$ cat src/rtl/mbg_pkg.sv
// shared types, codes and helper functions of the maze backtracker generator
// no dependencies; imported by mbg_chooser, mbg_ctrl and the top level of the block
package mbg_pkg;

    localparam int CFG_W   = 7;
    localparam int COORD_W = 6;
    localparam int SEED_W  = 16;

    // action codes
    localparam logic ACT_GENERATE = 1'b0;
    localparam logic ACT_READ     = 1'b1;

    // register indexes on the configuration port
    localparam logic REG_GRID_WIDTH  = 1'b0;
    localparam logic REG_GRID_HEIGHT = 1'b1;

    // neighbour directions, in probing order
    localparam logic [1:0] DIR_UP    = 2'd0;
    localparam logic [1:0] DIR_RIGHT = 2'd1;
    localparam logic [1:0] DIR_DOWN  = 2'd2;
    localparam logic [1:0] DIR_LEFT  = 2'd3;

    localparam logic [SEED_W-1:0] LFSR_ONE = 16'h0001;

    typedef struct packed {
        logic               action;
        logic [COORD_W-1:0] pos_x;
        logic [COORD_W-1:0] pos_y;
        logic [SEED_W-1:0]  seed;
    } mbg_in_t;

    typedef struct packed {
        logic               right_wall;
        logic               bottom_wall;
        logic               cell_visited;
        logic [COORD_W-1:0] end_x;
        logic [COORD_W-1:0] end_y;
    } mbg_out_t;

    // sequencer to chooser
    typedef struct packed {
        logic              load;
        logic              step;
        logic [SEED_W-1:0] seed;
        logic [3:0]        mask;
    } mbg_chs_t;

    typedef enum logic [3:0] {
        S_CLEAR,
        S_IDLE,
        S_START,
        S_RD_ADDR,
        S_RD_DATA,
        S_PROBE,
        S_DECIDE,
        S_POP_WAIT,
        S_CHOOSE,
        S_CARVE,
        S_RESULT
    } mbg_state_t;

    // fibonacci lfsr, taps 16,14,13,11, new bit in at the top
    function automatic logic [SEED_W-1:0] lfsr_step(input logic [SEED_W-1:0] s);
        logic b;
        b = s[0] ^ s[2] ^ s[3] ^ s[5];
        lfsr_step = {b, s[SEED_W-1:1]};
    endfunction

    // residue mod 3: 4 = 1 and 2 = -1 mod 3, so weight even bits 1 and odd bits 2
    function automatic logic [1:0] mod3_16(input logic [SEED_W-1:0] s);
        logic [3:0] e;
        logic [3:0] o;
        logic [4:0] t;
        e = '0;
        o = '0;
        for (int k = 0; k < SEED_W / 2; k++)
        begin
            e = e + 4'(s[2*k]);
            o = o + 4'(s[2*k+1]);
        end
        t = 5'(e) + {o, 1'b0};
        if (t >= 5'd12)
        begin
            t = t - 5'd12;
        end
        if (t >= 5'd12)
        begin
            t = t - 5'd12;
        end
        if (t >= 5'd6)
        begin
            t = t - 5'd6;
        end
        if (t >= 5'd3)
        begin
            t = t - 5'd3;
        end
        mod3_16 = 2'(t);
    endfunction

    function automatic logic [2:0] popcount4(input logic [3:0] m);
        popcount4 = 3'(m[0]) + 3'(m[1]) + 3'(m[2]) + 3'(m[3]);
    endfunction

    // direction of the idx-th set bit of the candidate mask
    function automatic logic [1:0] pick_dir(input logic [3:0] m, input logic [1:0] idx);
        logic [2:0] seen;
        logic [1:0] d;
        seen = '0;
        d    = DIR_UP;
        for (int k = 0; k < 4; k++)
        begin
            if (m[k])
            begin
                if (seen == {1'b0, idx})
                begin
                    d = 2'(k);
                end
                seen = seen + 3'd1;
            end
        end
        pick_dir = d;
    endfunction

endpackage

$ cat src/rtl/mbg_chooser.sv
// random neighbour choice: lfsr state and selection among candidate directions
// depends on mbg_pkg
module mbg_chooser
    import mbg_pkg::*;
(
    input  logic       clk,
    input  logic       rst_n,
    input  mbg_chs_t   chs,
    output logic [1:0] dir
);

    logic [SEED_W-1:0] lfsr_reg;
    logic [SEED_W-1:0] lfsr_next;
    logic [2:0]        cand_cnt;
    logic [1:0]        pick_idx;

    always_comb
    begin
        lfsr_next = lfsr_reg;
        if (chs.load)
        begin
            // a zero seed would lock the register up
            lfsr_next = (chs.seed == '0) ? LFSR_ONE : chs.seed;
        end
        else if (chs.step)
        begin
            lfsr_next = lfsr_step(lfsr_reg);
        end
    end

    always_ff @(posedge clk or negedge rst_n)
    begin
        if (!rst_n)
        begin
            lfsr_reg <= LFSR_ONE;
        end
        else
        begin
            lfsr_reg <= lfsr_next;
        end
    end

    always_comb
    begin
        cand_cnt = popcount4(chs.mask);
        case (cand_cnt)
            3'd2:    pick_idx = {1'b0, lfsr_reg[0]};
            3'd3:    pick_idx = mod3_16(lfsr_reg);
            3'd4:    pick_idx = lfsr_reg[1:0];
            default: pick_idx = 2'd0;
        endcase
        dir = pick_dir(chs.mask, pick_idx);
    end

    a_lfsr_nonzero: assert property (@(posedge clk) disable iff (!rst_n)
        lfsr_reg != '0)
        else $error("lfsr reached the all-zero lock state");

endmodule

$ cat config.mk
export PLATFORM = sky130hd
export DESIGN_NAME = mbg_chooser
export DESIGN_NICKNAME = d
export VERILOG_FILES = /design/src/rtl/mbg_pkg.sv /design/src/rtl/mbg_chooser.sv
export SDC_FILE = /design/constraint.sdc
export NUM_CORES = 1
export LEC_CHECK = 0
export BUFFER_PORTS_ARGS = -buffer_cell sky130_fd_sc_hd__buf_2
export CORE_ASPECT_RATIO = 0.6
export CORE_MARGIN = 4
export CORE_UTILIZATION = 25
export CTS_BUF_LIST = sky130_fd_sc_hd__clkbuf_16
export DETAILED_ROUTE_END_ITERATION = 16
export GPL_TIMING_DRIVEN = 0
export PLACE_DENSITY_LB_ADDON = 0.3
export SLEW_MARGIN = 30
export SYNTH_ARGS = -nofsm -noshare
export SYNTH_HDL_FRONTEND = slang
export SYNTH_SLANG_ARGS = --single-unit
$ cat constraint.sdc
create_clock -name clk -period 9.4 [get_ports clk]
set_input_delay 2.82 -clock clk [delete_from_list [all_inputs] [get_ports clk]]
set_output_delay 2.82 -clock clk [all_outputs]
set_load 0.01 [all_outputs]
* Yosys cells after proc, flatten, opt, wreduce, memory -nomap -nowiden
Cells that the tools add are included.
** Operators by class
- Add/subtract/negate cells :: 24
- Bitwise operators :: 3
- Eq/ne operators :: 6
- Reduce and logical (&&, ||, !) cells :: 2
- Multiplexer cells :: 20
- Order comparisons :: 4
** Operators by type and width (count)
- 16-bit two-way mux :: 3
- 4-bit by 1-bit adder with 4-bit output :: 8
- 5-bit two-way mux :: 6
- 16-bit logical NOT :: 1
- 5-bit by 4-bit greater-or-equal comparator with 1-bit output, second input constant :: 2
- 2-bit two-way mux :: 5
- 5-bit by 4-bit subtractor with 5-bit output, second input constant :: 2
- 2-bit by 1-bit adder with 3-bit output :: 3
- 3-bit by 2-bit == test with 1-bit output :: 3
- 3-bit by 1-bit adder with 4-bit output :: 2
- 1-bit by 1-bit adder with 2-bit output :: 3
- 3-bit by 1-bit adder with 3-bit output, second input constant :: 2
- 3-bit by 2-bit == test with 1-bit output, second input constant :: 2
- 3-bit two-way mux :: 2
- 2-bit case mux with 3 select lines :: 1
- 4-bit by 5-bit adder with 5-bit output :: 1
- 5-bit by 2-bit greater-or-equal comparator with 1-bit output, second input constant :: 1
- 5-bit by 3-bit greater-or-equal comparator with 1-bit output, second input constant :: 1
- 5-bit by 3-bit subtractor with 5-bit output, second input constant :: 1
- 3-bit by 1-bit adder with 3-bit output :: 1
- 3-bit == test, second input constant :: 1
- 1-bit two-way mux :: 3
- 1-bit bitwise XOR :: 3
- 2-bit nonzero test :: 1
- 2-bit subtractor, second input constant :: 1
** Word-level totals
- Output and inout port bits :: 2
- Input port bits :: 24
- Logic and storage cells :: 60
- Bits in registers :: 16

* Logic depth before layout (Yosys ltp)
Gate-level depths: netlist of run 1.
- Word-level depth :: 27
- Depth in mapped cells :: 33

* Least setup slack after synthesis of run 1
No wires, ideal clock.
- Kind :: register to output
- From :: reg lfsr_reg[1]
- To :: out dir[0]
- Required time :: 6.580 ns
- Path buffers :: 1
- Stages on the path, launching flop included :: 32
- Slack :: -0.634 ns
- Arrival :: 7.214 ns
- Cells stage by stage :: dfrtp_1 > inv_1 > fa_1 > fa_1 > fa_1 > inv_1 > ha_1 > ha_1 > ha_1 > inv_1 > fa_1 > xor2_1 > inv_1 > ha_1 > buf_2 > nand3_1 > o21a_1 > nor3_1 > o21ai_0 > ha_1 > inv_1 > and4b_1 > a221oi_4 > a21o_1 > o21ai_0 > ha_1 > o41ai_1 > a31oi_1 > o31ai_4 > mux2i_1 > mux2i_1 > o21ai_1
** Between the ends
- Word-level cells in the longest chain between the ends :: 27
** Ends and longest elaborated chain
- start: declaration :: RTL line mbg_chooser.sv:12 : logic [SEED_W-1:0] lfsr_reg;
- start signal: assignment :: RTL line mbg_chooser.sv:39 : lfsr_reg <= lfsr_next;
- 1-bit by 1-bit adder with 2-bit output :: RTL line mbg_pkg.sv:79 : o = o + 4'(s[2*k+1]);
- 2-bit by 1-bit adder with 3-bit output :: RTL line mbg_pkg.sv:79
- 3-bit by 1-bit adder with 4-bit output :: RTL line mbg_pkg.sv:79
- 4-bit by 1-bit adder with 4-bit output (4 in series) :: RTL line mbg_pkg.sv:79
- 4-bit by 5-bit adder with 5-bit output :: RTL line mbg_pkg.sv:81 : t = 5'(e) + {o, 1'b0};
- 5-bit by 4-bit subtractor with 5-bit output / 5-bit by 4-bit greater-or-equal comparator with 1-bit output (equally long branches) :: RTL line mbg_pkg.sv:84, mbg_pkg.sv:82
- 5-bit two-way mux :: RTL line mbg_pkg.sv:82 : if (t >= 5'd12)
- 5-bit two-way mux :: RTL line mbg_chooser.sv:46 : case (cand_cnt)
- [... 8 more ...]
- 2-bit case mux with 3 select lines * :: RTL line mbg_chooser.sv:46
- 3-bit by 2-bit == test with 1-bit output :: RTL line mbg_pkg.sv:115 : if (seen == {1'b0, idx})
- 1-bit two-way mux :: RTL line mbg_pkg.sv:115
- 1-bit two-way mux :: RTL line mbg_pkg.sv:113 : if (m[k])
- 2-bit two-way mux :: RTL line mbg_pkg.sv:115
- 2-bit two-way mux :: RTL line mbg_pkg.sv:113
- 2-bit two-way mux :: RTL line mbg_pkg.sv:115
- 2-bit two-way mux * :: RTL line mbg_pkg.sv:113
- end: declaration :: RTL line mbg_chooser.sv:9 : output logic [1:0] dir
Mark *: on every way between the ends. The rest lies on a longest branch, timed or not. The select of a mux whose other input is x is not followed.

* Final worst setup path of run 1
- From :: reg lfsr_reg[7]
- To :: out dir[0]
** Between the ends
- Word-level cells in the longest chain between the ends :: 25
** Ends and longest elaborated chain
- 3-bit by 1-bit adder with 4-bit output * :: RTL line mbg_pkg.sv:79
- 4-bit by 1-bit adder with 4-bit output * (4 in series) :: RTL line mbg_pkg.sv:79
- 4-bit by 5-bit adder with 5-bit output * :: RTL line mbg_pkg.sv:81
- 5-bit by 4-bit subtractor with 5-bit output / 5-bit by 4-bit greater-or-equal comparator with 1-bit output (equally long branches) :: RTL line mbg_pkg.sv:84, mbg_pkg.sv:82
- 5-bit two-way mux * :: RTL line mbg_pkg.sv:82
- 5-bit two-way mux * :: RTL line mbg_chooser.sv:46
- 5-bit by 4-bit subtractor with 5-bit output / 5-bit by 4-bit greater-or-equal comparator with 1-bit output (equally long branches) :: RTL line mbg_pkg.sv:88, mbg_pkg.sv:86
- 5-bit two-way mux * :: RTL line mbg_pkg.sv:86 : if (t >= 5'd12)
- [... 6 more ...]
- 2-bit case mux with 3 select lines * :: RTL line mbg_chooser.sv:46
- 3-bit by 2-bit == test with 1-bit output :: RTL line mbg_pkg.sv:115
- 1-bit two-way mux :: RTL line mbg_pkg.sv:115
- 1-bit two-way mux :: RTL line mbg_pkg.sv:113
- 2-bit two-way mux :: RTL line mbg_pkg.sv:115
- 2-bit two-way mux :: RTL line mbg_pkg.sv:113
- 2-bit two-way mux :: RTL line mbg_pkg.sv:115
- 2-bit two-way mux * :: RTL line mbg_pkg.sv:113
Marks and branches as above.

==> key figures, run 1 <==
Synthesis
  – Dominant cells by area after synthesis: dfrtp_1, ha_1, mux2i_1
  – Yosys cell types: between 40 and 50
  – Post-synth top area share: a little under a fifth
  – Yosys reg bits: 16
  – Adder-Cell Fraction of Synth Area: about a fifth
  – Count leader, synth: inv_1
  – Post-synth EDFFs: 0
  – Synthesized net count: 288
  – Synthesized area: between 2000 and 2500 um^2
  – Largest family of logic cells by synthesized area: compound AO/OA/AOI/OAI gates
  – Post-Synth XOR/XNOR Area: around 7.4%
  – Cells after Synth: between 200 and 250
  – Synth warn: 0
  – Asr flop ratio synth: 100.0%
  – Multiplexer share of the synthesized area: under 10%
  – Dominant cell type by area after synthesis: dfrtp_1
  – Synth top cells by count: inv_1, nand2_1, o21ai_0, mux2i_1, ha_1
  – Primary FF master, synth: dfrtp_1
  – Avg Synthesized Cell Area: 8.589 um^2
  – Simple logic cell fraction of the synthesized area: between 10% and 20%
  – Synth Area in Compound Gates: 20.93%
  – Share of the yosys chip area belonging to registers: 19.81%

Worst hold path
  – Type of the worst min-delay path: flop to flop
  – Hold Path Origin: lfsr_reg[15]$_DFFE_PN0P_

Route
  – Final wirelength: ~5.6 mm
  – Vias: between 1500 and 2000
  – Drt wl/cell: between 10 and 15 um
  – Drt via density: 4.642
  – Initial drt markers: between 90 and 100
  – DRC: 0
  – Pre-antenna DRT Iters: 4
  – Routed Antenna Nets: 0

CTS
  – Sinks on Clock Net: 16
  – Num CTS Buffers: 3
  – Maximum root-to-sink buffer count: 2
  – CTS tree: yes
  – Reg clk slew, reported paths: ~50 ps
  – Clk root buf: clkbuf_16
  – H-tree levels: 1
  – Skew-Pair Late Insertion Delay: 250 ps
  – Hold buffers post-CTS: 0

STA
  – Achievable frequency: between 100 and 150 MHz
  – Hold Worst Slack: 581.8 ps
  – Relative slew slack: a little over half
  – Hold Vio Cnt, Final: 0
  – Final WS setup: -522.1 ps
  – Tightest Pin Transition: between 600 and 700 ps
  – RSZ-0062 raised after global routing: yes
  – Minimum clock period: roughly 9900 ps
  – Final Max Tran Viols: 0
  – Setup TNS: -1044 ps
  – Period utilisation layout: 105.6%
  – Clock Skews: around 1.6 ps
  – Endpoints failing setup: 2

Cells and area
  – Area Overhead vs Synth: 42.41%
  – # diodes: 0
  – Multi-input gate area: roughly 1800 um^2
  – # fillers: approximately 800
  – Share of layout cells above drive strength 1: 35.74%
  – Nets: ~340
  – Finished Core Util: 36.62%
  – Register area: 401.6 um^2
  – Final non-filler cell total: 399
  – Max FFs per register: 16

Worst setup path
  – Reg-to-reg startpoint: lfsr_reg[0]$_DFFE_PN1P_
  – Crit path DAT: 7100 ps
  – Setup crit end kind: output pin
  – Most used cell, CP: ha_4
  – WS Path Type: flop to output pin
  – Max Fanout on Critical Path: 5
  – Slowest-stage cell, CP: fa_2
  – Worst Path Buf+Inv: 3
  – CP Launch Type: flop
  – CP top delay family: adder cells
  – CP startpoint: lfsr_reg[7]$_DFFE_PN0P_
  – Req. time, crit path: 6580 ps
  – CP max stage delay: about 600 ps

Placed design
  – Routability cong.: ~0.8
  – Placed Cells: around 370
  – I/O Buffers: 24
  – Detailed placer's ending HPWL: slightly above 4 mm

Global route
  – Initial antenna violation count: 0
  – Vias in the first global route: about 1900
  – All-Layer GR Usage: a little under an eighth
  – Global-route wire length before repair: approximately 9.5 mm
  – Grt ovf: 0
  – Largest net degree at the start of global routing: 17

Run status
  – Failing checks: setup timing
  – Outcome: finished, violations left

Die
  – Ports: 26
  – Die Area: a little under 10000 um^2
  – Site Rows: 25
  – Vert. Die Dim: 77.75 um
  – Core box area: 7883 um^2
  – Die Width: 124.2 um
  – Starting density of the core: 25.71%

Run
  – Max-Cap Viols: 0
-- path summary, 6_finish.rpt --
path / to / slack (ps) / cells past startpoint
worst max-delay path: dir[0] / -520 / 29
worst min-delay path: lfsr_reg[14]$_DFFE_PN0P_ / 580 / 2
worst max register to register: lfsr_reg[15]$_DFFE_PN0P_ / 7810 / 5
worst min register to register: lfsr_reg[14]$_DFFE_PN0P_ / 580 / 2
max in group asynchronous: lfsr_reg[0]$_DFFE_PN1P_ / 6600 / 1
min in group asynchronous: lfsr_reg[14]$_DFFE_PN0P_ / 2490 / 1
-- metal layers --
| metal | track usage (%) | vias to the layer above | wire (um) |
|---|---|---|---|
| met1 | 18.96 | 875 | 3095 |
| met2 | 16.27 | 29 | 2234 |
| met3 | 1.651 | 6 | 280 |
| li1 | - | 942 | - |
| met4 | 2.735 | 0 | 35 |
| met5 | 0 | - | 0 |
-- metrics by stage --
step                      worst slack, ps  cell area (um^2)
final                              -522.1              2887
after global routing               -873.4              2887
after CTS                          -452.7              2799
after detailed placement           -908.4              2377
after global placement             -912.3              2377
after floorplan                    -194.4              2122
-- tightest hold or removal path, stage by stage, from the launching register on --
cell and delay, ps:
dfrtp_1 350, mux2i_1 70, o21ai_0 130
-- cells in the final DEF (no fill, tap or decap), drive strengths merged, types with 4 or more instances in the layout --
cell,netlist,routed
xnor2,8,8
nand2,25,25
mux2i,20,20
inv,31,31
buf,2,54
o21ai,26,26
nand3,4,4
nor2,11,11
nor3,7,7
fa,9,9
dfrtp,15,15
nor4,5,5
a21oi,6,6
clkbuf,5,7
xor2,7,7
ha,19,19
-- area by class of cell --
type	instances	area share, %
clock inverters	1	0.1300
clock buffers	3	2.601
inverters	31	4.031
repair buffers	52	11.57
plain buffers	6	1.040
flip-flops and latches	16	13.91
well taps	108	4.681
multi-input cells	182	62.03
-- repair_timing --
action | in CTS | in global routing
gates resized for setup | 28 | 10
hold endpoints to repair | 0 | 0
setup endpoints to repair | 2 | 2
buffers inserted | 24 | 4
gates cloned | 0 | 0
pin swaps | 21 | 4
-- cell families (layout without fill, tap and decap cells) --
logic type	after synthesis	in the layout
and+or+nand+nor	61	61
AOI/OAI and AO/OA	58	58
buffers and inverters	38	93
adders and majority gates	28	28
muxes	20	20
DFF	16	16
xor gates and xnor gates	15	15
Power of run 1 is left out: the tool's default activity adds up to more than one toggle a clock period on the data nets, which glitch-free logic cannot reach.
==> inputs of run 2 (changes only) <==
- CORE_UTILIZATION: 25 -> 40
==> run 2 against run 1 <==
Compared with the run above: the run still ends with setup timing left; routed wire length shrank 7.6%; non-clock buffer count increased by 2; via count is 2.2% higher; design area down 3.9%; critical path depth up 4; clock-buffer cell count unchanged; register-to-register slack better by 40 ps; worst hold slack improved by 11 ps; die area down 35%; first-iteration DRC count down 3.3%; fmax is 0.26% lower; sequential share of layout area increased by 0.56 points; critical endpoint unchanged; largest cell class unchanged.
==> key figures, run 2 (synthesis results as in run 1) <==
CTS
  – Reg clk slew, reported paths: 50 ps (about the same)
  – Sinks on Clock Net: 16 (unchanged)
  – Num CTS Buffers: 3 (unchanged)
  – Skew-Pair Late Insertion Delay: 250 ps (about the same)
  – H-tree levels: 1 (unchanged)
  – CTS tree: yes (unchanged)
  – Hold buffers post-CTS: 0 (unchanged)
  – Maximum root-to-sink buffer count: 2 (unchanged)
  – Clk root buf: clkbuf_16 (unchanged)

STA
  – Tightest Pin Transition: 699.2 ps (was 681.6 ps)
  – Minimum clock period: 9948 ps (was 9922 ps)
  – Endpoints failing setup: 2 (unchanged)
  – Final WS setup: -547.6 ps (was -522.1 ps)
  – Period utilisation layout: 105.8% (was 105.6%)
  – Hold Vio Cnt, Final: 0 (unchanged)
  – Hold Worst Slack: 593.2 ps (was 581.8 ps)
  – Relative slew slack: 53.39% (was 54.56%)
  – Final Max Tran Viols: 0 (unchanged)
  – RSZ-0062 raised after global routing: yes (unchanged)
  – Achievable frequency: 100.5 MHz (was 100.8 MHz)
  – Clock Skews: 2.007 ps (was 1.564 ps)

Worst setup path
  – Flop-to-flop setup slack: 7850 ps (was 7810 ps)
  – FF-to-FF End: lfsr_reg[15]$_DFFE_PN0P_ (unchanged)
  – Setup crit end kind: output pin (unchanged)
  – Worst R2R Path Depth: 5 (unchanged)
  – WS Path Type: flop to output pin (unchanged)
  – Most used cell, CP: fa_1 (was ha_4)
  – CP Launch Type: flop (unchanged)
  – Req. time, crit path: 6580 ps (about the same)
  – CP max stage delay: 560 ps (was 600 ps)
  – Slowest-stage cell, CP: fa_1 (was fa_2)
  – Crit path DAT: 7130 ps (was 7100 ps)
  – Max Fanout on Critical Path: 5 (unchanged)
  – Reg-to-reg startpoint: lfsr_reg[0]$_DFFE_PN1P_ (unchanged)

Worst hold path
  – Worst Hold Path Cells: 2 (unchanged)
  – Hold Path Origin: lfsr_reg[15]$_DFFE_PN0P_ (unchanged)
  – Type of the worst min-delay path: flop to flop (unchanged)
  – Hold Crit Endpoint: lfsr_reg[14]$_DFFE_PN0P_ (unchanged)

Placed design
  – Detailed placer's ending HPWL: 3.902 mm (was 4.118 mm)
  – Pre-CTS setup slack: -927.4 ps (was -908.4 ps)
  – Placed Cells: 323 (was 368)
  – DP Area: 2321 um^2 (was 2377 um^2)
  – I/O Buffers: 24 (unchanged)
  – Routability cong.: 0.8410 (was 0.8021)

Route
  – Drt via density: 5.315 (was 4.642)
  – Final wirelength: 5.216 mm (was 5.645 mm)
  – Vias: 1892 (was 1852)
  – Pre-antenna DRT Iters: 5 (was 4)
  – Drt wl/cell: 14.65 um (was 14.15 um)
  – DRC: 0 (unchanged)
  – Initial drt markers: 89 (was 92)
  – Routed Antenna Nets: 0 (unchanged)

Cells and area
  – # diodes: 0 (unchanged)
  – Share of layout cells above drive strength 1: 35.15% (was 35.74%)
  – Fin area: 2774 um^2 (was 2887 um^2)
  – Final non-filler cell total: 356 (was 399)
  – Max FFs per register: 16 (unchanged)
  – # fillers: 423 (was 815)
  – Most frequent cells in the layout: buf_4, inv_1, nand2_1, buf_2, o21ai_0 (unchanged)
  – Area Overhead vs Synth: 36.85% (was 42.41%)
  – Nets: 346 (was 344)
  – Commonest non-fill, non-tap cell in the layout: buf_4 (unchanged)

Global route
  – Global-route wire length before repair: 9.128 mm (was 9.480 mm)
  – All-Layer GR Usage: 17.93% (was 11.83%)
  – Grt ovf: 0 (unchanged)
  – Vias in the first global route: 1913 (was 1915)
  – Initial antenna violation count: 0 (unchanged)
  – Largest net degree at the start of global routing: 17 (unchanged)

Die
  – Core box area: 4731 um^2 (was 7883 um^2)
  – Site Rows: 19 (was 25)
  – Die Width: 99.90 um (was 124.2 um)
  – Starting density of the core: 42.85% (was 25.71%)
  – Ports: 26 (unchanged)
  – Vert. Die Dim: 63.14 um (was 77.75 um)
  – Die Area: 6308 um^2 (was 9659 um^2)

Run status
  – Outcome: finished, violations left (unchanged)
  – Failing checks: setup timing (unchanged)

Run
  – Max-Cap Viols: 0 (unchanged)
## run 2: worst max path at each step
stage / start / end / slack, ps / depth (start not counted)
finish: lfsr_reg[7]$_DFFE_PN0P_ / dir[0] / -550 / 33
global route: lfsr_reg[7]$_DFFE_PN0P_ / dir[0] / -860 / 33
CTS: lfsr_reg[7]$_DFFE_PN0P_ / dir[1] / -510 / 33
detailed placement: lfsr_reg[3]$_DFFE_PN0P_ / dir[0] / -930 / 32
global placement: lfsr_reg[3]$_DFFE_PN0P_ / dir[0] / -830 / 32
floorplan: lfsr_reg[3]$_DFFE_PN0P_ / dir[0] / -190 / 31
## run 2: timing repair
item / CTS / global route
buffers inserted: 22 / 8
setup endpoints to repair: 2 / 2
pin swaps: 18 / 7
gates resized for setup: 20 / 9
## run 2: layout make-up
class | instances | area, um^2 | share of cell area (%)
Clock inverter | 1 | 3.754 | 0.1353
Sequential cell | 16 | 401.6 | 14.48
Buffer | 6 | 30.03 | 1.083
Timing Repair Buffer | 54 | 349.1 | 12.58
Multi-Input combinational cell | 182 | 1719 | 61.98
Clock buffer | 3 | 75.07 | 2.706
Inverter | 31 | 116.4 | 4.195
Tap cell | 63 | 78.83 | 2.842
## run 2: metrics by stage
| stage | TNS [ps] | util [%] |
|---|---|---|
| 2_1_floorplan | -388.7 | - |
| 3_5_place_dp | -1845 | 49.06 |
| 4_1_cts | -1017 | 56.57 |
| 3_3_place_gp | -1647 | 49.06 |
| 5_1_grt | -1712 | 58.64 |
| 6_report | -1090 | 58.64 |
## run 2: routing by layer
layer  global-route usage, %  wire [um]  up-vias
met1                   29.07       2856      883
li1                        -          -      941
met2                   23.17       2036       57
met3                   3.859        247       11
met4                   4.429         76        0
met5                       0          0        -
## run 2: worst max-delay path, delay by kind of cell, from the launching register on
| kind | cells | cell delay [ps] |
|---|---|---|
| AOI/OAI and AO/OA | 11 | 2140 |
| buffers and inverters | 6 | 560 |
| xor gates and xnor gates | 1 | 140 |
| muxes | 1 | 110 |
| and+or+nand+nor | 4 | 380 |
| DFF | 1 | 370 |
| adders and majority gates | 10 | 3160 |
Power of run 2 is left out for the same reason.
