### src/rtl/mbg_pkg.sv
// shared types, codes and helper functions of the maze backtracker generator
// no dependencies; imported by mbg_chooser, mbg_ctrl and the top level of the block
package mbg_pkg;

    localparam int CFG_W   = 7;
    localparam int COORD_W = 6;
    localparam int SEED_W  = 16;

    // action codes
    localparam logic ACT_GENERATE = 1'b0;
    localparam logic ACT_READ     = 1'b1;

    // register indexes on the configuration port
    localparam logic REG_GRID_WIDTH  = 1'b0;
    localparam logic REG_GRID_HEIGHT = 1'b1;

    // neighbour directions, in probing order
    localparam logic [1:0] DIR_UP    = 2'd0;
    localparam logic [1:0] DIR_RIGHT = 2'd1;
    localparam logic [1:0] DIR_DOWN  = 2'd2;
    localparam logic [1:0] DIR_LEFT  = 2'd3;

    localparam logic [SEED_W-1:0] LFSR_ONE = 16'h0001;

    typedef struct packed {
        logic               action;
        logic [COORD_W-1:0] pos_x;
        logic [COORD_W-1:0] pos_y;
        logic [SEED_W-1:0]  seed;
    } mbg_in_t;

    typedef struct packed {
        logic               right_wall;
        logic               bottom_wall;
        logic               cell_visited;
        logic [COORD_W-1:0] end_x;
        logic [COORD_W-1:0] end_y;
    } mbg_out_t;

    // sequencer to chooser
    typedef struct packed {
        logic              load;
        logic              step;
        logic [SEED_W-1:0] seed;
        logic [3:0]        mask;
    } mbg_chs_t;

    typedef enum logic [3:0] {
        S_CLEAR,
        S_IDLE,
        S_START,
        S_RD_ADDR,
        S_RD_DATA,
        S_PROBE,
        S_DECIDE,
        S_POP_WAIT,
        S_CHOOSE,
        S_CARVE,
        S_RESULT
    } mbg_state_t;

    // fibonacci lfsr, taps 16,14,13,11, new bit in at the top
    function automatic logic [SEED_W-1:0] lfsr_step(input logic [SEED_W-1:0] s);
        logic b;
        b = s[0] ^ s[2] ^ s[3] ^ s[5];
        lfsr_step = {b, s[SEED_W-1:1]};
    endfunction

    // residue mod 3: 4 = 1 and 2 = -1 mod 3, so weight even bits 1 and odd bits 2
    function automatic logic [1:0] mod3_16(input logic [SEED_W-1:0] s);
        logic [3:0] e;
        logic [3:0] o;
        logic [4:0] t;
        e = '0;
        o = '0;
        for (int k = 0; k < SEED_W / 2; k++)
        begin
            e = e + 4'(s[2*k]);
            o = o + 4'(s[2*k+1]);
        end
        t = 5'(e) + {o, 1'b0};
        if (t >= 5'd12)
        begin
            t = t - 5'd12;
        end
        if (t >= 5'd12)
        begin
            t = t - 5'd12;
        end
        if (t >= 5'd6)
        begin
            t = t - 5'd6;
        end
        if (t >= 5'd3)
        begin
            t = t - 5'd3;
        end
        mod3_16 = 2'(t);
    endfunction

    function automatic logic [2:0] popcount4(input logic [3:0] m);
        popcount4 = 3'(m[0]) + 3'(m[1]) + 3'(m[2]) + 3'(m[3]);
    endfunction

    // direction of the idx-th set bit of the candidate mask
    function automatic logic [1:0] pick_dir(input logic [3:0] m, input logic [1:0] idx);
        logic [2:0] seen;
        logic [1:0] d;
        seen = '0;
        d    = DIR_UP;
        for (int k = 0; k < 4; k++)
        begin
            if (m[k])
            begin
                if (seen == {1'b0, idx})
                begin
                    d = 2'(k);
                end
                seen = seen + 3'd1;
            end
        end
        pick_dir = d;
    endfunction

endpackage

### src/rtl/mbg_ctrl.sv
// sequencer of the maze generator: clearing pass, depth-first carving with a
// shared neighbour address unit, cell reads and the handshake on both sides
// depends on mbg_pkg; drives the cell and stack rams and the chooser
module mbg_ctrl
    import mbg_pkg::*;
#(
    parameter int MAX_SIDE = 64
) (
    input  logic                            clk,
    input  logic                            rst_n,
    input  logic [CFG_W-1:0]                grid_width,
    input  logic [CFG_W-1:0]                grid_height,
    input  logic                            item_valid,
    output logic                            item_ready,
    input  mbg_in_t                         item,
    output logic                            res_valid,
    input  logic                            res_take,
    output mbg_out_t                        res,
    output mbg_chs_t                        chs,
    input  logic [1:0]                      chs_dir,
    output logic [2*$clog2(MAX_SIDE)-1:0]   cell_raddr,
    input  logic                            right_rdata,
    input  logic                            bottom_rdata,
    input  logic                            vis_rdata,
    output logic                            right_we,
    output logic [2*$clog2(MAX_SIDE)-1:0]   right_waddr,
    output logic                            right_wdata,
    output logic                            bottom_we,
    output logic [2*$clog2(MAX_SIDE)-1:0]   bottom_waddr,
    output logic                            bottom_wdata,
    output logic                            vis_we,
    output logic [2*$clog2(MAX_SIDE)-1:0]   vis_waddr,
    output logic                            vis_wdata,
    output logic                            stk_we,
    output logic [2*$clog2(MAX_SIDE)-1:0]   stk_waddr,
    output logic [2*$clog2(MAX_SIDE)-1:0]   stk_wdata,
    output logic [2*$clog2(MAX_SIDE)-1:0]   stk_raddr,
    input  logic [2*$clog2(MAX_SIDE)-1:0]   stk_rdata
);

    localparam int CW    = $clog2(MAX_SIDE);
    localparam int AW    = 2 * CW;
    localparam int DW    = AW + 1;
    localparam int SW    = $clog2(MAX_SIDE + 1);
    localparam int CMPW  = (SW > CFG_W) ? SW : CFG_W;
    localparam int CELLS = MAX_SIDE * MAX_SIDE;
    localparam logic [2:0] PROBE_LAST = 3'd4;

    mbg_state_t   state_reg, state_next;
    logic [AW-1:0] clr_reg, clr_next;
    logic          gen_reg, gen_next;
    logic [CW-1:0] px_reg, px_next;
    logic [CW-1:0] py_reg, py_next;
    logic [SW-1:0] w_reg, w_next;
    logic [SW-1:0] h_reg, h_next;
    logic [AW-1:0] cur_reg, cur_next;
    logic [AW-1:0] last_reg, last_next;
    logic [DW-1:0] depth_reg, depth_next;
    logic [2:0]    dir_reg, dir_next;
    logic          inb_reg, inb_next;
    logic [3:0]    mask_reg, mask_next;
    logic [1:0]    sel_dir_reg, sel_dir_next;
    logic          rd_right_reg, rd_right_next;
    logic          rd_bottom_reg, rd_bottom_next;
    logic          rd_vis_reg, rd_vis_next;

    logic          accept;
    logic [SW-1:0] w_eff;
    logic [SW-1:0] h_eff;
    logic [AW-1:0] start_cell;
    logic [1:0]    nb_sel;
    logic [CW-1:0] cx;
    logic [CW-1:0] cy;
    logic [AW-1:0] nb_addr;
    logic          nb_inb;
    logic [1:0]    mask_idx;

    function automatic logic [SW-1:0] eff_side(input logic [CFG_W-1:0] v);
        if (v == '0)
        begin
            eff_side = SW'(1);
        end
        else if (CMPW'(v) > CMPW'(MAX_SIDE))
        begin
            eff_side = SW'(MAX_SIDE);
        end
        else
        begin
            eff_side = SW'(v);
        end
    endfunction

    function automatic logic [CW-1:0] clamp_pos(input logic [COORD_W-1:0] p,
                                                input logic [SW-1:0] s);
        if (CMPW'(p) >= CMPW'(s))
        begin
            clamp_pos = CW'(s - SW'(1));
        end
        else
        begin
            clamp_pos = CW'(p);
        end
    endfunction

    assign item_ready = (state_reg == S_IDLE);
    assign accept     = item_valid && item_ready;
    assign w_eff      = eff_side(grid_width);
    assign h_eff      = eff_side(grid_height);
    assign start_cell = {py_reg, px_reg};
    assign mask_idx   = 2'(dir_reg - 3'd1);

    // shared neighbour unit: probing direction, or the chosen one while carving
    always_comb
    begin
        nb_sel = (state_reg == S_CARVE) ? sel_dir_reg : dir_reg[1:0];
        cx     = cur_reg[CW-1:0];
        cy     = cur_reg[AW-1:CW];
        case (nb_sel)
            DIR_UP:
            begin
                nb_addr = {CW'(cy - CW'(1)), cx};
                nb_inb  = (cy != '0);
            end
            DIR_RIGHT:
            begin
                nb_addr = {cy, CW'(cx + CW'(1))};
                nb_inb  = (SW'(cx) + SW'(1)) < w_reg;
            end
            DIR_DOWN:
            begin
                nb_addr = {CW'(cy + CW'(1)), cx};
                nb_inb  = (SW'(cy) + SW'(1)) < h_reg;
            end
            default:
            begin
                nb_addr = {cy, CW'(cx - CW'(1))};
                nb_inb  = (cx != '0);
            end
        endcase
    end

    // next state
    always_comb
    begin
        state_next = state_reg;
        unique case (state_reg)
            S_CLEAR:
            begin
                if (&clr_reg)
                begin
                    state_next = gen_reg ? S_START : S_IDLE;
                end
            end
            S_IDLE:
            begin
                if (accept)
                begin
                    state_next = (item.action == ACT_GENERATE) ? S_CLEAR : S_RD_ADDR;
                end
            end
            S_START:    state_next = S_PROBE;
            S_RD_ADDR:  state_next = S_RD_DATA;
            S_RD_DATA:  state_next = S_RESULT;
            S_PROBE:
            begin
                if (dir_reg == PROBE_LAST)
                begin
                    state_next = S_DECIDE;
                end
            end
            S_DECIDE:
            begin
                if (mask_reg != '0)
                begin
                    state_next = S_CHOOSE;
                end
                else if (depth_reg == DW'(1))
                begin
                    state_next = S_RESULT;
                end
                else
                begin
                    state_next = S_POP_WAIT;
                end
            end
            S_POP_WAIT: state_next = S_PROBE;
            S_CHOOSE:   state_next = S_CARVE;
            S_CARVE:    state_next = S_PROBE;
            S_RESULT:
            begin
                if (res_take)
                begin
                    state_next = S_IDLE;
                end
            end
        endcase
    end

    // datapath and ram control
    always_comb
    begin
        clr_next       = clr_reg;
        gen_next       = gen_reg;
        px_next        = px_reg;
        py_next        = py_reg;
        w_next         = w_reg;
        h_next         = h_reg;
        cur_next       = cur_reg;
        last_next      = last_reg;
        depth_next     = depth_reg;
        dir_next       = dir_reg;
        inb_next       = inb_reg;
        mask_next      = mask_reg;
        sel_dir_next   = sel_dir_reg;
        rd_right_next  = rd_right_reg;
        rd_bottom_next = rd_bottom_reg;
        rd_vis_next    = rd_vis_reg;

        cell_raddr   = (state_reg == S_PROBE) ? nb_addr : start_cell;
        stk_raddr    = AW'(depth_reg - DW'(2));
        right_we     = 1'b0;
        right_waddr  = clr_reg;
        right_wdata  = 1'b1;
        bottom_we    = 1'b0;
        bottom_waddr = clr_reg;
        bottom_wdata = 1'b1;
        vis_we       = 1'b0;
        vis_waddr    = clr_reg;
        vis_wdata    = 1'b0;
        stk_we       = 1'b0;
        stk_waddr    = depth_reg[AW-1:0];
        stk_wdata    = nb_addr;

        chs.load = accept && (item.action == ACT_GENERATE);
        chs.step = (state_reg == S_DECIDE) && (mask_reg != '0);
        chs.seed = item.seed;
        chs.mask = mask_reg;

        unique case (state_reg)
            S_CLEAR:
            begin
                right_we  = 1'b1;
                bottom_we = 1'b1;
                vis_we    = 1'b1;
                clr_next  = clr_reg + AW'(1);
            end
            S_IDLE:
            begin
                if (accept)
                begin
                    gen_next = (item.action == ACT_GENERATE);
                    w_next   = w_eff;
                    h_next   = h_eff;
                    px_next  = clamp_pos(item.pos_x, w_eff);
                    py_next  = clamp_pos(item.pos_y, h_eff);
                end
            end
            S_START:
            begin
                vis_we     = 1'b1;
                vis_waddr  = start_cell;
                vis_wdata  = 1'b1;
                stk_we     = 1'b1;
                stk_waddr  = '0;
                stk_wdata  = start_cell;
                cur_next   = start_cell;
                last_next  = start_cell;
                depth_next = DW'(1);
                dir_next   = '0;
                mask_next  = '0;
            end
            S_RD_ADDR:
            begin
            end
            S_RD_DATA:
            begin
                rd_right_next  = right_rdata;
                rd_bottom_next = bottom_rdata;
                rd_vis_next    = vis_rdata;
            end
            S_PROBE:
            begin
                // read issued for one direction, mark returned for the one before
                if (dir_reg != PROBE_LAST)
                begin
                    inb_next = nb_inb;
                    dir_next = dir_reg + 3'd1;
                end
                if (dir_reg != '0)
                begin
                    mask_next[mask_idx] = inb_reg && !vis_rdata;
                end
            end
            S_DECIDE:
            begin
                if (mask_reg == '0)
                begin
                    depth_next = depth_reg - DW'(1);
                end
            end
            S_POP_WAIT:
            begin
                cur_next  = stk_rdata;
                dir_next  = '0;
                mask_next = '0;
            end
            S_CHOOSE:
            begin
                sel_dir_next = chs_dir;
            end
            S_CARVE:
            begin
                // up and left open the wall stored with the neighbour
                if ((sel_dir_reg == DIR_UP) || (sel_dir_reg == DIR_DOWN))
                begin
                    bottom_we    = 1'b1;
                    bottom_wdata = 1'b0;
                    bottom_waddr = (sel_dir_reg == DIR_UP) ? nb_addr : cur_reg;
                end
                else
                begin
                    right_we    = 1'b1;
                    right_wdata = 1'b0;
                    right_waddr = (sel_dir_reg == DIR_LEFT) ? nb_addr : cur_reg;
                end
                vis_we    = 1'b1;
                vis_waddr = nb_addr;
                vis_wdata = 1'b1;
                if (depth_reg < DW'(CELLS))
                begin
                    stk_we     = 1'b1;
                    depth_next = depth_reg + DW'(1);
                end
                cur_next  = nb_addr;
                last_next = nb_addr;
                dir_next  = '0;
                mask_next = '0;
            end
            S_RESULT:
            begin
            end
        endcase
    end

    always_comb
    begin
        res_valid        = (state_reg == S_RESULT);
        res.right_wall   = !gen_reg && rd_right_reg;
        res.bottom_wall  = !gen_reg && rd_bottom_reg;
        res.cell_visited = !gen_reg && rd_vis_reg;
        res.end_x        = COORD_W'(last_reg[CW-1:0]);
        res.end_y        = COORD_W'(last_reg[AW-1:CW]);
    end

    always_ff @(posedge clk or negedge rst_n)
    begin
        if (!rst_n)
        begin
            state_reg   <= S_CLEAR;
            clr_reg     <= '0;
            gen_reg     <= 1'b0;
            cur_reg     <= '0;
            last_reg    <= '0;
            depth_reg   <= '0;
            dir_reg     <= '0;
            inb_reg     <= 1'b0;
            mask_reg    <= '0;
            sel_dir_reg <= DIR_UP;
            w_reg       <= SW'(MAX_SIDE);
            h_reg       <= SW'(MAX_SIDE);
        end
        else
        begin
            state_reg   <= state_next;
            clr_reg     <= clr_next;
            gen_reg     <= gen_next;
            cur_reg     <= cur_next;
            last_reg    <= last_next;
            depth_reg   <= depth_next;
            dir_reg     <= dir_next;
            inb_reg     <= inb_next;
            mask_reg    <= mask_next;
            sel_dir_reg <= sel_dir_next;
            w_reg       <= w_next;
            h_reg       <= h_next;
        end
    end

    always_ff @(posedge clk)
    begin
        px_reg        <= px_next;
        py_reg        <= py_next;
        rd_right_reg  <= rd_right_next;
        rd_bottom_reg <= rd_bottom_next;
        rd_vis_reg    <= rd_vis_next;
    end

    a_carve_candidate: assert property (@(posedge clk) disable iff (!rst_n)
        (state_reg == S_CARVE) |-> mask_reg[sel_dir_reg])
        else $error("carving towards a direction that was not a candidate");

    a_carve_nonempty: assert property (@(posedge clk) disable iff (!rst_n)
        (state_reg == S_CARVE) |-> (depth_reg != '0))
        else $error("carving with an empty stack");

    a_depth_bound: assert property (@(posedge clk) disable iff (!rst_n)
        depth_reg <= DW'(CELLS))
        else $error("stack depth beyond the cell count");

    a_gen_done_empty: assert property (@(posedge clk) disable iff (!rst_n)
        (state_reg == S_RESULT && gen_reg) |-> (depth_reg == '0))
        else $error("generation result with cells left on the stack");

    a_accept_leaves_idle: assert property (@(posedge clk) disable iff (!rst_n)
        accept |=> (state_reg != S_IDLE))
        else $error("accepted transaction did not start work");

endmodule

### config.mk
export PLATFORM = sky130hd
export DESIGN_NAME = mbg_ctrl
export DESIGN_NICKNAME = d
export VERILOG_FILES = /design/src/rtl/mbg_pkg.sv /design/src/rtl/mbg_ctrl.sv
export SDC_FILE = /design/constraint.sdc
export NUM_CORES = 1
export LEC_CHECK = 0
export BUFFER_PORTS_ARGS = -buffer_cell sky130_fd_sc_hd__buf_4
export CORE_MARGIN = 5
export CORE_UTILIZATION = 30
export CTS_CLUSTER_SIZE = 10
export DETAILED_ROUTE_END_ITERATION = 6
export MAX_ROUTING_LAYER = met4
export SYNTH_ARGS = -nofsm -noshare
export SYNTH_HDL_FRONTEND = slang
export SYNTH_SLANG_ARGS = --single-unit
### constraint.sdc
create_clock -name clk -period 3.5 [get_ports clk]
set_clock_uncertainty 0.05 [all_clocks]
set_input_delay 0.525 -clock clk [delete_from_list [all_inputs] [get_ports clk]]
set_output_delay 0.525 -clock clk [all_outputs]
set_load 0.01 [all_outputs]
======== Word level (Yosys, flattened, before mapping) ========
Cells that the tools add are included.
storage, ports and cells
  register bits ........................... 93
  word-level logic and storage cells ...... 151
operators by class
  eq/ne operators ......................... 25
  add/subtract/negate cells ............... 14
  muxes and demuxes ....................... 50
  $lt $le $gt $ge ......................... 9
  bitwise operators ....................... 1
  reduce and logical (&&, ||, !) cells .... 35
operator list
  cell                   number
  $mux 12                9
  $pmux 12 s3            2
  $pmux 12 s2            2
  $pmux 13 s3            1
  $pmux 4 s9             1
  $mux 4                 7
  $mux 7                 4
  $mux 13                2
  $sub 6x1->6 const B    4
  $eq 4x3->1 const B     4
  $add 6x1->7 const B    2
  $ge 6x7->1             2
  $gt 7x7->1 const B     2
  $logic_not 7->1        2
  $lt 7x7->1             2
  $add 13x1->13 const B  1
  $eq 13x1->1 const B    1
  $lt 13x13->1 const B   1
  $sub 13x1->13 const B  1
  $add 12x1->12 const B  1
  $add 6x1->6 const B    2
  $eq 4x4->1 const B     3
  $mux 6                 2
  $ne 2x1->1 const B     6
  other kinds (37)       70

======== Depth between registers and ports, before layout ========
  word-level depth ........................ 8
  depth in mapped cells ................... 13
  gate-level depth less buffers ........... 12

======== Least setup slack after synthesis ========
No wires, ideal clock.
  kind .................................... register to output
  start point ............................. register state_reg[1]
  end point ............................... output stk_wdata[11]
  arrival time ............................ 2,890 ps
  stages on the path, launching flop included .. 12
  path slack .............................. 35 ps
  path buffers ............................ 1
  cell sequence ........................... dfrtp_1 > and4bb_1 > buf_6 > mux2i_4 > nand2_2 > ha_1 > a21oi_1 > nand2_1 > a31oi_1 > mux2i_4 > xnor2_1 > a21oi_1
between the ends
  word-level cells in the longest chain between the ends .. 5
  elaborated cells between the ends (all ways) .. 8
ends and longest elaborated chain
  element                             line             RTL
  from (decl)                         mbg_ctrl.sv:49   mbg_state_t state_reg, state_next;
  from (signal assigned)              mbg_ctrl.sv:374  state_reg <= state_next;
  $eq 4x4->1                          mbg_ctrl.sv:115  nb_sel = (state_reg == S_CARVE) ? sel_dir_reg : dir_reg[1:0];
  $mux 2                              mbg_ctrl.sv:115
  $eq 2x2->1 (tied with other cells)  mbg_ctrl.sv:118  case (nb_sel)
  $pmux 12 s3                         mbg_ctrl.sv:118
  $mux 12 (*)                         mbg_ctrl.sv:239  unique case (state_reg)
  to (decl)                           mbg_ctrl.sv:36   output logic [2*$clog2(MAX_SIDE)-1:0] stk_wdata,
Mark *: on every way between the ends. The rest lies on a longest branch, timed or not.

======== Worst setup path in the final report ========
  start point ............................. register state_reg[2]
  end point ............................... output cell_raddr[5]
between the ends
  word-level cells in the longest chain between the ends .. 5
  elaborated cells between the ends (all ways) .. 8
ends and longest elaborated chain
  element                             line             RTL
  $eq 4x4->1                          mbg_ctrl.sv:115
  $mux 2                              mbg_ctrl.sv:115
  $eq 2x2->1 (tied with other cells)  mbg_ctrl.sv:118
  $pmux 12 s3                         mbg_ctrl.sv:118
  $mux 12 (*)                         mbg_ctrl.sv:219  cell_raddr = (state_reg == S_PROBE) ? nb_addr : start_cell;
  to (decl)                           mbg_ctrl.sv:21   output logic [2*$clog2(MAX_SIDE)-1:0] cell_raddr,
Marks and branches as above.

==> flow_metrics.tcl <==
set metrics [dict create \
    outcome "complete, but fails checks" \
    failed_checks "negative setup slack" \
    num_antenna_cells 0 \
    layout.core_utilization_pct 40.56 \
    p_int_uw 5788 \
    cts-root-to-sink-buffers 2 \
    dieArea_mm2 0.02870 \
    synth_flop_cell "sky130_fd_sc_hd__dfrtp_1" \
    syn-instance-count 937 \
    timing.hold.worst.class "in2async" \
    asyncSetResetFlopFracSynth_pct 83.87 \
    final_cell_mix "sky130_fd_sc_hd__buf_4 (213), sky130_fd_sc_hd__nand2_1 (135), sky130_fd_sc_hd__dfrtp_1 (76)" \
    critical_path_depth 13 \
    die_h_um 169.4 \
    row_count 58 \
    die_width_um 169.4 \
    layout.cells.most_common "sky130_fd_sc_hd__buf_4" \
    power_density_mw_per_mm2 1069 \
    whs_ns 0.2328 \
    grt_antenna_before_repair 0 \
    htree_levels 3 \
    timing.reg2reg.worst_path_depth 13 \
    total_leakage_power_uw 0.004622 \
    ys_seq_area_share_pct 31.54 \
    place.port_buffers 161 \
    final-max-slew-violation-count 0 \
    p_sw_uw 5098 \
    tritoncts_num_sinks 93 \
    finalHoldViolations 0 \
    cts_tree "yes" \
    clk_latency_worst_skew_pair_ns 0.35 \
    critPathTopFamily "buffers and inverters" \
    synth_top_family_by_area "simple AND/OR/NAND/NOR gates" \
    critPathMaxStageDelay_ns 0.40 \
    syn_to_final_growth_pct 33.60 \
    setup.worst_path.class "reg2out" \
    synth_simple_gate_area_share_pct 20.91 \
    grt_start_max_net_pins 63 \
    number_of_different_library_cells_in_the_post_synthesis_netlist 72 \
    total_routing_usage_reported_by_global_routing_pct 18.71 \
    routed-via-count 7614 \
    synthMuxAreaShare_pct 5.465 \
    grt_overflow_total 0 \
    first_global_vias 7216 \
    nets 1210 \
    worstPathRequired_ns 2.92 \
    cts.root.buffer_cell "sky130_fd_sc_hd__clkbuf_16" \
    viasPerCell 5.336 \
    place.gp.congestion 0.9403 \
    worst-path-max-fanout 6 \
    dp_hpwl_um 20850 \
    max_cap_violations 0 \
    wire_length_of_the_first_global_routing_pass_um 41460 \
    fillerInstances 2531 \
    cts-hold-fix-buffers 0 \
    route.final.wire_length_um 27050 \
    synth.ff_latch_count 93 \
    largest_reg_flops 13 \
    floorplan.initialDensity_pct 30.36 \
    cts_made_buffers 9 \
    element_type_at_the_critical_path_start "register" \
    post_synth_xor_area_fraction_pct 5.515 \
    worstSetupEndpointType "output pin" \
    max_clock_freq_mhz 265.2 \
    synth_compound_area_share_pct 20.14 \
    layout_setup_ws_ns -0.2713 \
    vdd.ir_drop.worst_v 0.0004675 \
    synth_enable_flop_cells 15 \
    core-area_mm2 0.02511 \
    syn-mean-instance-area_um2 8.136 \
    synth_fa_ha_area_share_pct 9.060 \
    drt_drc_violations_left 0 \
    share_seq_of_total_power_pct 19.1 \
    share_clk_of_total_power_pct 10.4 \
    io_pins 194 \
    worst_ep_arrival_time_ns 3.20 \
    power.share.switching_pct 46.83 \
    worst_pin_slew_ns 1.105 \
    post_route_cells_drive_above_1_share_pct 31.08 \
    syn_nets 1055 \
    fin_crit_sh_pct 107.8 \
    drtIter0Drc 765 \
    cp_slowest_cell "sky130_fd_sc_hd__and4bb_4" \
    syn_std_cell_area_mm2 0.007624 \
    setup_repair_after_global_routing_missed_its_margin "yes" \
    timing.critical_path.cells "and4bb_4, buf_8, mux2i_4, nand2_8, buf_6, ha_4, a21o_1, a31oi_1, buf_4, mux2i_4, xnor2_2, o21ai_1, buf_4" \
    pwr-share-comb_pct 70.5 \
    worstPathBufferInverterCount 4 \
    drt_pass1_iterations 5 \
    min_cycle_time_layout_ns 3.771 \
    synth_warnings 0 \
    clk_pin_slew_ns 0.07 \
    finalSetupViolations 29 \
    wire_per_inst_um 18.96 \
    drtAntennaViolNets 0 \
    max_slew_headroom_pct 26.16 \
]
[cells by family after synthesis]
family,count (synthesis)
AO/OA/AOI/OAI,246
AND/OR/NAND/NOR,334
adder cells (fa/ha/maj),54
buffers and inverters,127
multiplexers,35
XOR/XNOR,48
flip-flops,93
[stage by stage]
step	TNS [ns]	area [um^2]	setup WS [ns]	cells	total power [uW]
2_1_floorplan	0	7624	0.03524	937	5822
5_1_grt	-7.394	10180	-0.3703	1427	11670
6_report	-3.659	10180	-0.2713	1427	10890
4_1_cts	-4.068	10060	-0.2268	1422	10560
3_3_place_gp	-0.08666	9235	-0.02623	1395	8592
3_5_place_dp	-0.2727	9235	-0.1039	1395	8670
[area by class of cell]
cell class	instances	area, um^2	share of cell area [%]
clock inverter	4	53.80	0.5283
clock buffer	12	300.3	2.948
sequential	93	2405	23.61
multi-input combinational	717	5062	49.71
timing repair buffer	230	1794	17.62
inverter	41	156.4	1.536
tap	330	412.9	4.054
[metal layers]
layer	vias up	GRT usage, %	wire length [um]
met1	3682	24.07	11380
li1	3613	-	-
met4	0	4.620	476
met3	38	2.539	1836
met5	-	-	0
met2	281	31.28	13360
[worst register-to-register path: stages (launching register included)]
cell,delay [ns]
sky130_fd_sc_hd__dfrtp_1,0.37
sky130_fd_sc_hd__and4bb_4,0.40
sky130_fd_sc_hd__mux2_4,0.35
sky130_fd_sc_hd__nand2_8,0.12
sky130_fd_sc_hd__buf_6,0.12
sky130_fd_sc_hd__inv_2,0.03
sky130_fd_sc_hd__fa_2,0.34
sky130_fd_sc_hd__buf_6,0.12
sky130_fd_sc_hd__xor2_1,0.13
sky130_fd_sc_hd__nor2_1,0.13
sky130_fd_sc_hd__a21oi_2,0.06
sky130_fd_sc_hd__buf_6,0.17
sky130_fd_sc_hd__buf_4,0.13
sky130_fd_sc_hd__a221oi_1,0.32
[cell usage after synthesis, types with 10 or more instances]
library cell | n | area, um^2
sky130_fd_sc_hd__nand2_1 | 138 | 518.0
sky130_fd_sc_hd__dfrtp_1 | 76 | 1902
sky130_fd_sc_hd__o21ai_0 | 69 | 345.3
sky130_fd_sc_hd__nor2_1 | 62 | 232.7
sky130_fd_sc_hd__a21oi_1 | 61 | 305.3
sky130_fd_sc_hd__clkbuf_1 | 54 | 202.7
sky130_fd_sc_hd__ha_1 | 52 | 650.6
sky130_fd_sc_hd__inv_1 | 41 | 153.9
sky130_fd_sc_hd__xnor2_1 | 26 | 227.7
sky130_fd_sc_hd__nand3_1 | 25 | 125.1
sky130_fd_sc_hd__xor2_1 | 22 | 192.7
sky130_fd_sc_hd__nand2b_1 | 20 | 125.1
sky130_fd_sc_hd__nor3_1 | 20 | 100.1
sky130_fd_sc_hd__mux2_2 | 19 | 214.0
sky130_fd_sc_hd__buf_4 | 18 | 135.1
sky130_fd_sc_hd__o22ai_1 | 17 | 106.4
sky130_fd_sc_hd__edfxtp_1 | 15 | 450.4
sky130_fd_sc_hd__and2_1 | 13 | 81.33
sky130_fd_sc_hd__nor2b_1 | 13 | 81.33
sky130_fd_sc_hd__mux2i_1 | 12 | 120.1
sky130_fd_sc_hd__o31ai_1 | 12 | 90.09
sky130_fd_sc_hd__a21o_1 | 10 | 75.07
sky130_fd_sc_hd__a221oi_1 | 10 | 87.58
[path summary, 6_finish.rpt]
| check | slack, ns | to | start |
|---|---|---|---|
| setup / recovery | -0.27 | cell_raddr[5] | state_reg[2]$_DFFE_PN0P_ |
| hold / removal | 0.23 | depth_reg[7]$_DFFE_PN0P_ | rst_n |
| setup reg to reg | 0.53 | cur_reg[8]$_DFFE_PN0N_ | state_reg[2]$_DFFE_PN0P_ |
| hold reg to reg | 0.43 | h_reg[5]$_DFFE_PN0P_ | h_reg[5]$_DFFE_PN0P_ |
| max in group asynchronous | 2.50 | depth_reg[4]$_DFFE_PN0P_ | rst_n |
| min in group clk | 0.30 | rd_bottom_reg$_DFFE_PN_ | bottom_rdata |
[power groups by stage]
stage,sequential [uW],combinational (uW),clock [uW]
3_5_place_dp,2050,6620,0
5_1_grt,2140,8330,1210
3_3_place_gp,2040,6560,0
2_1_floorplan,1790,4030,0
4_1_cts,2060,7340,1160
6_report,2080,7670,1140
[what timing repair did]
action	4_1_cts	5_1_grt
setup buffers	12	5
pin swaps	41	26
endpoints found under the setup margin	38	39
gates resized for setup	84	18
Note: power is estimated with default switching activity, not from simulation.
